===== src/rtl/ptmd_pkg.sv =====
package ptmd_pkg;

  // Payload widths
  localparam int DIR_W   = 16;
  localparam int DELTA_W = 18;
  localparam int PPD_W   = 8;

  typedef logic signed [DIR_W-1:0]   dir_t;
  typedef logic signed [DELTA_W-1:0] delta_t;
  typedef logic [PPD_W-1:0]          ppd_t;

  localparam ppd_t PPD_RESET = 8'd40;

  // Components carry 8 guard bits into the CORDIC
  localparam int GUARD_SHIFT = 8;

  // CORDIC datapath width: 24-bit scaled operands, quarter-turn swap and gain ~1.65
  localparam int CORD_W = 27;

  // Square root: radicand is (x^2 + z^2) << 16, root fits 24 bits
  localparam int SUMSQ_W = 32;
  localparam int SQ_W    = 48;
  localparam int ROOT_W  = 24;
  localparam int SQ_STEPS = SQ_W / 2;

  // Degrees in one turn, used for the pixel scale
  localparam int DEG_PER_TURN = 360;

  // Step angles atan(2^-i) in units of 2^-32 turn
  localparam int STEP_TABLE_LEN = 24;
  localparam int TIDX_W = 5;
  localparam logic [31:0] STEP_ANGLE32 [STEP_TABLE_LEN] = '{
    32'd536870912, 32'd316933406, 32'd167458907, 32'd85004756,
    32'd42667331,  32'd21354465,  32'd10679838,  32'd5340245,
    32'd2670163,   32'd1335087,   32'd667544,    32'd333772,
    32'd166886,    32'd83443,     32'd41722,     32'd20861,
    32'd10430,     32'd5215,      32'd2608,      32'd1304,
    32'd652,       32'd326,       32'd163,       32'd81
  };

endpackage


===== src/rtl/pose_to_mouse_delta_unit.sv =====
// Each item runs two squarings, the 24 square-root steps and two CORDIC passes of one
//   iteration per cycle, then two pixel-scale passes; no new item is taken until the result
//   is loaded into the output register, which waits while a previous result is not yet taken.
// An item with tracker_ready low is taken without leaving idle and gives no result; the next beat
//   is taken while a finished result still waits in the output register.
// Reset (synchronous, active high): idle, no result pending, scale 40, home and last positions cleared.
module pose_to_mouse_delta_unit #(
  parameter int CORDIC_ITERATIONS = 16,
  parameter int ANGLE_BITS        = 16
) (
  input  logic              clk,
  input  logic              rst,
  // configuration write
  input  logic              cfg_valid,
  output logic              cfg_ready,
  input  ptmd_pkg::ppd_t    cfg_data,
  // input item
  input  logic              in_valid,
  output logic              in_ready,
  input  logic              tracker_ready,
  input  logic              enable_pressed,
  input  ptmd_pkg::dir_t    dir_x,
  input  ptmd_pkg::dir_t    dir_y,
  input  ptmd_pkg::dir_t    dir_z,
  // result item
  output logic              out_valid,
  input  logic              out_ready,
  output ptmd_pkg::delta_t  delta_x,
  output ptmd_pkg::delta_t  delta_y
);
  import ptmd_pkg::*;

  localparam int AB = ANGLE_BITS;
  localparam int MA = (AB + 1 > DIR_W + 1) ? AB + 1 : DIR_W + 1;
  localparam int MB = DIR_W + 1;
  localparam int P2_W = AB + 17;
  localparam int PIX_W = DELTA_W - 1;
  localparam logic [AB-1:0] QUARTER = AB'(1) << (AB - 2);
  localparam logic [TIDX_W-1:0] LAST_ITER = TIDX_W'(CORDIC_ITERATIONS - 1);
  localparam logic [TIDX_W-1:0] LAST_SQ = TIDX_W'(SQ_STEPS - 1);

  // Sequencer codes
  localparam logic [3:0] S_IDLE  = 4'd0;
  localparam logic [3:0] S_SQX   = 4'd1;
  localparam logic [3:0] S_SQZ   = 4'd2;
  localparam logic [3:0] S_SQRT  = 4'd3;
  localparam logic [3:0] S_CINIT = 4'd4;
  localparam logic [3:0] S_CORD  = 4'd5;
  localparam logic [3:0] S_PX1   = 4'd6;
  localparam logic [3:0] S_PX2   = 4'd7;
  localparam logic [3:0] S_DONE  = 4'd8;

  logic [3:0] state;

  // Configuration and persistent state
  ppd_t          ppd;
  logic [AB-1:0] home_az;
  logic [AB-1:0] home_el;
  delta_t        last_x;
  delta_t        last_y;

  // Captured item
  logic en_q;
  dir_t x_q;
  dir_t y_q;
  dir_t z_q;

  // Working registers
  logic                     pass;
  logic [SUMSQ_W-1:0]       sumsq;
  logic [SQ_W-1:0]          rem_v;
  logic [SQ_W-1:0]          root;
  logic [SQ_W-1:0]          sbit;
  logic [TIDX_W-1:0]        scnt;
  logic signed [CORD_W-1:0] cx;
  logic signed [CORD_W-1:0] cy;
  logic [AB-1:0]            cz;
  logic                     zflag;
  logic [TIDX_W-1:0]        cnt;
  logic [AB-1:0]            ang_az;
  logic [AB-1:0]            ang_el;
  logic [AB+7:0]            prod1;
  logic                     neg;
  delta_t                   nx;
  delta_t                   ny;

  // Component magnitudes for squaring
  logic signed [DIR_W:0] xs, zs;
  logic [DIR_W:0]        mag_x, mag_z;

  assign xs = {x_q[DIR_W-1], x_q};
  assign zs = {z_q[DIR_W-1], z_q};
  assign mag_x = xs[DIR_W] ? (DIR_W+1)'(-xs) : (DIR_W+1)'(xs);
  assign mag_z = zs[DIR_W] ? (DIR_W+1)'(-zs) : (DIR_W+1)'(zs);

  // Angle offsets from home
  logic signed [AB-1:0] az_off;
  logic signed [AB:0]   el_off;
  logic signed [AB:0]   off_s;
  logic [AB:0]          off_abs;

  assign az_off = $signed(ang_az - home_az);
  assign el_off = $signed({ang_el[AB-1], ang_el}) - $signed({home_el[AB-1], home_el});
  assign off_s = pass ? el_off : {az_off[AB-1], az_off};
  assign off_abs = off_s[AB] ? (AB+1)'(-off_s) : (AB+1)'(off_s);

  // Shared multiplier: squares of x and z, then angle offset times scale
  logic [MA-1:0]    mul_a;
  logic [MB-1:0]    mul_b;
  logic [MA+MB-1:0] mul_p;

  always_comb begin
    case (state)
      S_SQX: begin
        mul_a = MA'(mag_x);
        mul_b = mag_x;
      end
      S_SQZ: begin
        mul_a = MA'(mag_z);
        mul_b = mag_z;
      end
      default: begin
        mul_a = MA'(off_abs);
        mul_b = MB'(ppd);
      end
    endcase
  end

  assign mul_p = (MA+MB)'(mul_a) * (MA+MB)'(mul_b);

  // Square-root trial value
  logic [SQ_W-1:0]    trial;
  logic [SUMSQ_W-1:0] sumsq_full;

  assign trial = root + sbit;
  assign sumsq_full = sumsq + SUMSQ_W'(mul_p);

  // CORDIC operands and pre-rotation
  logic signed [CORD_W-1:0] ox, oy;

  assign ox = pass ? $signed({{(CORD_W-ROOT_W){1'b0}}, root[ROOT_W-1:0]})
                   : ($signed({{(CORD_W-DIR_W){x_q[DIR_W-1]}}, x_q}) <<< GUARD_SHIFT);
  assign oy = pass ? ($signed({{(CORD_W-DIR_W){y_q[DIR_W-1]}}, y_q}) <<< GUARD_SHIFT)
                   : ($signed({{(CORD_W-DIR_W){z_q[DIR_W-1]}}, z_q}) <<< GUARD_SHIFT);

  // CORDIC iteration: shared shifter and step-angle lookup
  logic signed [CORD_W-1:0] shx, shy;
  logic [32:0]              st_sum;
  logic [AB-1:0]            step;
  logic [AB-1:0]            cz_next;
  logic                     rot_neg;

  assign shx = cy >>> cnt;
  assign shy = cx >>> cnt;
  assign st_sum = {1'b0, STEP_ANGLE32[cnt]} + (33'd1 << (31 - AB));
  assign step = st_sum[32-AB +: AB];
  assign rot_neg = (cy > 0);
  assign cz_next = rot_neg ? cz + step : cz - step;

  // Pixel scale: (|offset| * ppd) * 360 >> ANGLE_BITS
  logic [P2_W-1:0]  p2;
  logic [PIX_W-1:0] pix;
  delta_t           pos;

  assign p2 = P2_W'(P2_W'(prod1) * P2_W'(DEG_PER_TURN));
  assign pix = p2[AB +: PIX_W];
  assign pos = $signed({1'b0, pix});

  assign in_ready = (state == S_IDLE);
  assign cfg_ready = 1'b1;

  // Configuration register
  always_ff @(posedge clk) begin
    if (rst) begin
      ppd <= PPD_RESET;
    end else if (cfg_valid && cfg_ready) begin
      ppd <= cfg_data;
    end
  end

  // Sequencer and control state
  always_ff @(posedge clk) begin
    if (rst) begin
      state     <= S_IDLE;
      out_valid <= 1'b0;
      home_az   <= '0;
      home_el   <= '0;
      last_x    <= '0;
      last_y    <= '0;
      pass      <= 1'b0;
    end else begin
      // S_DONE loads the next result itself
      if (out_valid && out_ready && state != S_DONE) begin
        out_valid <= 1'b0;
      end
      case (state)
        S_IDLE: begin
          if (in_valid && tracker_ready) begin
            state <= S_SQX;
          end
        end
        S_SQX: begin
          state <= S_SQZ;
        end
        S_SQZ: begin
          state <= S_SQRT;
        end
        S_SQRT: begin
          if (scnt == LAST_SQ) begin
            pass  <= 1'b0;
            state <= S_CINIT;
          end
        end
        S_CINIT: begin
          state <= S_CORD;
        end
        S_CORD: begin
          if (cnt == LAST_ITER) begin
            if (!pass) begin
              pass  <= 1'b1;
              state <= S_CINIT;
            end else begin
              // latch home while the button is up
              if (!en_q) begin
                home_az <= ang_az;
                home_el <= zflag ? '0 : cz_next;
              end
              pass  <= 1'b0;
              state <= S_PX1;
            end
          end
        end
        S_PX1: begin
          state <= S_PX2;
        end
        S_PX2: begin
          if (!pass) begin
            pass  <= 1'b1;
            state <= S_PX1;
          end else begin
            state <= S_DONE;
          end
        end
        S_DONE: begin
          if (!out_valid || out_ready) begin
            last_x    <= nx;
            last_y    <= ny;
            out_valid <= 1'b1;
            state     <= S_IDLE;
          end
        end
        default: begin
          state <= S_IDLE;
        end
      endcase
    end
  end

  // Datapath registers
  always_ff @(posedge clk) begin
    case (state)
      S_IDLE: begin
        if (in_valid && tracker_ready) begin
          en_q <= enable_pressed;
          x_q  <= dir_x;
          y_q  <= dir_y;
          z_q  <= dir_z;
        end
      end
      S_SQX: begin
        sumsq <= SUMSQ_W'(mul_p);
      end
      S_SQZ: begin
        rem_v <= {sumsq_full, 16'd0};
        root  <= '0;
        sbit  <= SQ_W'(1) << (SQ_W - 2);
        scnt  <= '0;
      end
      S_SQRT: begin
        // one digit-pair of the root per cycle
        if (rem_v >= trial) begin
          rem_v <= rem_v - trial;
          root  <= (root >> 1) + sbit;
        end else begin
          root <= root >> 1;
        end
        sbit <= sbit >> 2;
        scnt <= scnt + 1'b1;
      end
      S_CINIT: begin
        zflag <= (ox == 0) && (oy == 0);
        cnt   <= '0;
        if (ox < 0) begin
          if (oy >= 0) begin
            cx <= oy;
            cy <= -ox;
            cz <= QUARTER;
          end else begin
            cx <= -oy;
            cy <= ox;
            cz <= -QUARTER;
          end
        end else begin
          cx <= ox;
          cy <= oy;
          cz <= '0;
        end
      end
      S_CORD: begin
        if (rot_neg) begin
          cx <= cx + shx;
          cy <= cy - shy;
        end else begin
          cx <= cx - shx;
          cy <= cy + shy;
        end
        cz  <= cz_next;
        cnt <= cnt + 1'b1;
        if (cnt == LAST_ITER) begin
          if (!pass) begin
            ang_az <= zflag ? '0 : cz_next;
          end else begin
            ang_el <= zflag ? '0 : cz_next;
          end
        end
      end
      S_PX1: begin
        prod1 <= (AB+8)'(mul_p);
        neg   <= off_s[AB];
      end
      S_PX2: begin
        // elevation up maps to negative y
        if (!pass) begin
          nx <= neg ? -pos : pos;
        end else begin
          ny <= neg ? pos : -pos;
        end
      end
      S_DONE: begin
        if (!out_valid || out_ready) begin
          delta_x <= en_q ? nx - last_x : '0;
          delta_y <= en_q ? ny - last_y : '0;
        end
      end
      default: begin
      end
    endcase
  end

  // Checks
  a_not_ready_skip: assert property (@(posedge clk) disable iff (rst)
    (in_valid && in_ready && !tracker_ready) |=> in_ready)
    else $error("item without tracker_ready did not return to idle");

  a_busy_after_item: assert property (@(posedge clk) disable iff (rst)
    (in_valid && in_ready && tracker_ready) |=> !in_ready)
    else $error("sequencer did not start on a ready item");

  a_iter_range: assert property (@(posedge clk) disable iff (rst)
    (state == S_CORD) |-> (cnt <= LAST_ITER))
    else $error("CORDIC iteration count out of range");

  a_sqrt_bit: assert property (@(posedge clk) disable iff (rst)
    (state == S_SQRT) |-> $onehot(sbit))
    else $error("square-root trial bit lost");

endmodule

===== config.mk =====
export PLATFORM = sky130hd
export DESIGN_NAME = pose_to_mouse_delta_unit
export DESIGN_NICKNAME = d
export VERILOG_FILES = /design/src/rtl/ptmd_pkg.sv /design/src/rtl/pose_to_mouse_delta_unit.sv
export SDC_FILE = /design/constraint.sdc
export NUM_CORES = 2
export LEC_CHECK = 0
export ABC_CLOCK_PERIOD_IN_PS = 14250
export BUFFER_PORTS_ARGS = -buffer_cell sky130_fd_sc_hd__buf_2
export CORE_AREA = 2 2 323 325
export DETAILED_ROUTE_END_ITERATION = 10
export DIE_AREA = 0 0 325 327
export GPL_TIMING_DRIVEN = 0
export PLACE_DENSITY = 0.75
export SETUP_SLACK_MARGIN = 0.1
export SKIP_CTS_REPAIR_TIMING = 1
export SLEW_MARGIN = 20
export SYNTH_ARGS = -nofsm -noshare
export SYNTH_HDL_FRONTEND = slang
export SYNTH_SLANG_ARGS = --single-unit
export TNS_END_PERCENT = 10

===== constraint.sdc =====
create_clock -name clk -period 14.25 [get_ports clk]
set_clock_uncertainty 0.1 [all_clocks]
set_input_delay 0.7125 -clock clk [delete_from_list [all_inputs] [get_ports clk]]
set_output_delay 0.7125 -clock clk [all_outputs]
set_load 0.05 [all_outputs]

**Word-level counts from Yosys, hierarchy flattened**

Memory sizes are Yosys's and may differ from the RTL's.
Cells that the tools add are included.

- Add/sub/neg operators: 23
- Bitwise logic cells: 3
- Multiply operators: 2
- Muxes and demuxes: 46
- Magnitude comparators: 5
- Shift-type cells: 2
- Equal/unequal tests: 16
- Reduce and logical (&&, ||, !) cells: 22

Operators by type and width:

| kind | count |
|---|---|
| 48-bit one-hot mux with 2 select lines | 3 |
| 27-bit 2-to-1 mux | 8 |
| 27-bit one-hot mux with 2 select lines | 2 |
| 17-bit 2-to-1 mux | 6 |
| 48-bit 2-to-1 mux | 2 |
| 17-bit one-hot mux with 2 select lines | 2 |
| 32-bit logical NOT | 2 |
| 16-bit 2-to-1 mux | 4 |
| 32-bit 2-to-1 mux | 2 |
| 27-bit adder | 2 |
| 27-bit negator | 2 |
| 27-bit by 5-bit >>> shifter with 27-bit output | 2 |
| 27-bit subtractor | 2 |
| 47-bit by 48-bit adder with 48-bit output | 1 |
| 48-bit adder | 1 |
| 48-bit greater-or-equal comparator | 1 |
| 48-bit subtractor | 1 |
| 4-bit one-hot mux with 9 select lines | 1 |
| 18-bit subtractor | 2 |
| 16-bit negator with 17-bit output | 2 |
| 32-bit by 16-bit adder with 32-bit output (second input constant) | 1 |
| 32-bit adder | 1 |
| 17-bit by 17-bit multiplier with 32-bit output | 1 |
| 16-bit one-hot mux with 2 select lines | 1 |
| 36 further kinds | 67 |

- Memory bits (read-only): 1024
- Logic and storage cells: 152
- Output and inout bits: 39
- Flip-flop bits (word level): 517
- Memories kept: 1
- Input bits: 63

Memories:

| name | words | width | read ports | clocked after Yosys merged registers in | wr ports | RTL line | source |
|---|---|---|---|---|---|---|---|
| (no name shown) | 32 | 32 | 1 | 0 | 0 | pose_to_mouse_delta_unit.sv:155 | `assign st_sum = {1'b0, STEP_ANGLE32[cnt]} + (33'd1 << (31 - AB));` |

**Logic depth before layout (Yosys ltp)**

- Depth after elaboration: 8
- Mapped depth: 48

**Least setup slack after synthesis**

No wires, ideal clock.

- Path type: register -> register
- Start point: register ang_az[0]
- End point: register rem_v[47] (data pin)
- Period minus slack after synthesis: 10.427 ns
- Arrival: 10.057 ns
- Stages on the path, launching flop included: 41
- Path buffers: 0
- Required time: 13.880 ns
- Slack: 3.823 ns
- Cell sequence: edfxtp_1 -> inv_1 -> ha_1 -> inv_1 -> fa_1 -> a21oi_1 -> o21bai_1 -> xor2_1 -> a21o_1 -> o32ai_1 -> nand4_1 -> or3b_2 -> and4_1 -> a211oi_1 -> nand2b_1 -> fa_1 -> fa_1 -> fa_1 -> (+5 left out) -> inv_1 -> ha_1 -> a21o_1 -> a2111oi_0 -> a22oi_1 -> a221o_1 -> a211oi_1 -> xnor2_1 -> ha_1 -> o21ai_0 -> nand2b_1 -> and3_1 -> a32oi_1 -> nand2_1 -> o41ai_1 -> o21ai_0 -> xnor2_1 -> mux2i_1

- Longest elaborated chain between the ends: 8

Ends and longest elaborated chain:

| element | RTL line | source |
|---|---|---|
| from (decl) | pose_to_mouse_delta_unit.sv:80 | `logic [AB-1:0] ang_az;` |
| from (signal assigned) | pose_to_mouse_delta_unit.sv:321 | `ang_az <= zflag ? '0 : cz_next;` |
| 16-bit subtractor (*) | pose_to_mouse_delta_unit.sv:102 | `assign az_off = $signed(ang_az - home_az);` |
| 17-bit 2-to-1 mux (*) | pose_to_mouse_delta_unit.sv:104 | `assign off_s = pass ? el_off : {az_off[AB-1], az_off};` |
| 17-bit negator | pose_to_mouse_delta_unit.sv:105 | `assign off_abs = off_s[AB] ? (AB+1)'(-off_s) : (AB+1)'(off_s);` |
| 17-bit 2-to-1 mux (*) | pose_to_mouse_delta_unit.sv:105 |  |
| 17-bit one-hot mux with 2 select lines (*) | pose_to_mouse_delta_unit.sv:113 | `case (state)` |
| 17-bit by 17-bit multiplier with 32-bit output (*) | pose_to_mouse_delta_unit.sv:129 | `assign mul_p = (MA+MB)'(mul_a) * (MA+MB)'(mul_b);` |
| via mul_p[23] | pose_to_mouse_delta_unit.sv:110 | `logic [MA+MB-1:0] mul_p;` |
| 32-bit adder (*) | pose_to_mouse_delta_unit.sv:136 | `assign sumsq_full = sumsq + SUMSQ_W'(mul_p);` |
| 48-bit one-hot mux with 2 select lines (*) | pose_to_mouse_delta_unit.sv:261 | `case (state)` |
| to (signal assigned) | pose_to_mouse_delta_unit.sv:274 | `rem_v <= {sumsq_full, 16'd0};` |
| to (signal assigned) | pose_to_mouse_delta_unit.sv:282 | `rem_v <= rem_v - trial;` |
| to (decl) | pose_to_mouse_delta_unit.sv:71 | `logic [SQ_W-1:0] rem_v;` |

The timed path passes the listed nets; every way through them passes the cells marked *.
A chain may end at the register's enable or synchronous reset.

**Worst setup path after layout**

- Start point: register pass
- End point: register rem_v[47] (data pin)

- Longest elaborated chain between the ends: 7

Ends and longest elaborated chain:

| element | RTL line | source |
|---|---|---|
| from (decl) | pose_to_mouse_delta_unit.sv:69 | `logic pass;` |
| from (signal assigned) | pose_to_mouse_delta_unit.sv:190 | `pass <= 1'b0;` |
| from (signal assigned) | pose_to_mouse_delta_unit.sv:210 | `pass <= 1'b0;` |
| from (signal assigned) | pose_to_mouse_delta_unit.sv:220 | `pass <= 1'b1;` |
| 17-bit 2-to-1 mux (*) | pose_to_mouse_delta_unit.sv:104 |  |
| 17-bit negator | pose_to_mouse_delta_unit.sv:105 |  |
| 17-bit 2-to-1 mux (*) | pose_to_mouse_delta_unit.sv:105 |  |
| 17-bit one-hot mux with 2 select lines (*) | pose_to_mouse_delta_unit.sv:113 |  |
| 17-bit by 17-bit multiplier with 32-bit output (*) | pose_to_mouse_delta_unit.sv:129 |  |
| via mul_p[23] | pose_to_mouse_delta_unit.sv:110 |  |
| 32-bit adder (*) | pose_to_mouse_delta_unit.sv:136 |  |
| 48-bit one-hot mux with 2 select lines (*) | pose_to_mouse_delta_unit.sv:261 |  |

Marked as above.

==> qor.txt <==
Post-DP HPWL = 128800 um
CTS Root Cell = clkbuf_16
CP delay by family, top = adder cells
Skew-Pair Late Insertion Delay = 0.70 ns
H-Tree Depth = 2
TNS Setup = 0 ns
Vias after detailed routing = 44390
Post-route cell area = 55690 um2
CP startpoint kind = register
Number of port buffers = 99
First drt pass iteration count = 9
TritonCTS Buffers = 58
Max IR drop VDD = 0.5728 mV
Vias/cell = 6.084
Num rows = 118
Async SR Flop Fraction = 0
Final setup viols = 0
DR DRC count = 0
Placed cells = 7184
Final period util = 0.9461
CTS max path bufs = 3
Status = finished, final reports clean
Register area = 13980 um2
Global-route wire length before repair = 245300 um
Leak = 0.02244 uW
Final Worst Setup Slack = 0.7683 ns
Most frequent cells in the layout = nand2_1, inv_1, nor2_1
Reg-to-reg slack, setup = 0.77 ns
CP required = 14.58 ns
Yosys warns = 0
CP max stage delay = 0.93 ns
GRT Total Usage = 0.2958
CP Class = reg -> reg
Cell variety after synth = 100
RSZ-0062 raised after global routing = false
CP Max Fanout = 10
Reg2Reg Depth = 37
Avg WL per Cell = 22.16 um
Vias in the first global route = 42230
F_max = 0.07417 GHz
GRT overflow = 0
Post-route minimum period = 13.48 ns
CP Capture Type = register
Area growth syn-to-layout = 9.271%
Fin cells = 7295
Pwr/cell area = 250.1 nW/um2
Hold Path Cell Cnt = 1
Slowest cell on the critical path = clkbuf_1
Hold Crit Start = dir_y[8]
Crit path top cell by count = fa_1
Hold Path Sink = y_q[8]
Initial Util = 0.4952
CP Buf/Inv Count = 9
Crit path DAT = 13.81 ns
Placed cell areas = 53680 um2
DRT iter0 DRCs = 4826
RR Endpoint = rem_v[47]
Largest net degree at the start of global routing = 60
Max_cap viols = 0
Area of the multi-input gates = 34280 um2
Antenna-violating nets left = 0
Initial antenna violation count = 2
Placer Congestion = 1.025
Slew Limit Headroom = 0.2131
Final Slew Violations = 0
Mapped Avg Cell Area = 9.012 um2
Fraction of layout cells with a size suffix above 1 = 0.06697
Hold Path Class = in -> reg
Clock Sinks = 493
Most used DFF post-synth = edfxtp_1
Yosys reg bits = 493
Final Hold Viols = 0
Core Area = 102900 um2
Fillers = 9353
Pwr Total = 13920 uW
Synth Cell Area = 50960 um2
Mapped Cells = 5655
Fin nets = 6632
R2R Path Start = pass
Post-synth EDFFs = 411
Die H = 327 um
Die width = 325 um
CTS tree = built
Die area = 106300 um2
Commonest non-fill, non-tap cell in the layout = nand2_1
Clock-pin slew on the worst setup and hold paths = 0.07 ns
Dpl ws = 0.9406 ns
IO Pins = 102
Routed wire length = 161700 um
Tightest Pin Transition = 1.180 ns
Post-synthesis sequential area ratio = 0.2744
-- synth_stat cells (89+ instances only) --
master    count  area (um2)
nand2_1     590        2215
inv_1       533        2001
nor2_1      463        1738
ha_1        432        5405
edfxtp_1    411       12340
a21oi_1     373        1867
o21ai_0     278        1391
fa_1        273        5465
xnor2_1     241        2111
xor2_1      212        1857
clkbuf_1    172       645.6
mux2i_1     112        1121
nor3_1       93       465.5
nand3_1      89       445.4
-- cell type report --
class | instances | area share
antenna | 2 | 0.00008987
buffer | 215 | 0.01586
clock buffer | 66 | 0.02696
clock inverter | 43 | 0.008650
inverter | 539 | 0.03633
multi-input combinational | 4439 | 0.6155
sequential | 493 | 0.2511
tap | 1380 | 0.03101
timing repair buffer | 118 | 0.01447
-- worst register-to-register path: cells and delay by family (launching register included) --
| family | cells | cell delay (ns) |
|---|---|---|
| DFF | 1 | 0.65 |
| and+or+nand+nor | 5 | 0.74 |
| muxes | 1 | 0.15 |
| AOI/OAI and AO/OA | 11 | 3.15 |
| adders and majority gates | 8 | 3.69 |
| xor gates and xnor gates | 3 | 1.09 |
| buffers and inverters | 9 | 3.68 |
-- worst max path at each step --
stage,startpoint,slack (ns),to,cells after the start
final,pass,0.77,rem_v[47],37
after global routing,pass,0.37,rem_v[47],37
after CTS,pass,0.93,rem_v[47],37
after detailed placement,pass,0.94,rem_v[47],37
after global placement,pass,1.06,rem_v[47],37
after floorplan,ang_az[0],3.82,rem_v[47],40
-- cell families after synthesis --
group / share of synthesized area
fa+ha+maj: 0.2133
xor+xnor: 0.07785
other cells: 0.0001474
flops: 0.2744
buf+inv: 0.05693
mux: 0.04918
compound gates: 0.1686
simple gates: 0.1596
-- per-stage QoR --
step | util | hold WS (ns)
after floorplan | - | 0.3363
after global placement | 0.5180 | 0.3419
after detailed placement | 0.5216 | 0.3469
after CTS | 0.5409 | 0.05989
after global routing | 0.5411 | 0.08175
final | 0.5411 | 0.09047
-- flip-flops by register name (all words and copies together), names as in the netlist, 18 cells and up --
name,cells
last_y,18
root,48
prod1,24
last_x,18
ny,18
nx,18
delta_x,18
sumsq,32
delta_y,18
sbit,24
rem_v,48
cy,27
cx,27
-- report_power, final --
| part | switching, uW | total, uW | internal (uW) | leakage, uW |
|---|---|---|---|---|
| sequential | 57.4 | 2360 | 2300 | 0.00447 |
| clock | 694 | 1570 | 878 | 0.000948 |
| combinational | 6290 | 9990 | 3700 | 0.0170 |
-- layer usage --
layer / part of all wire / up-vias / track usage
met5: 0.000074 / - / 0
met4: 0.055 / 2 / 0.1515
met3: 0.091 / 426 / 0.04863
met2: 0.45 / 2101 / 0.4640
met1: 0.41 / 21380 / 0.3961
li1: - / 20480 / -
(Power assumes the default switching activity.)
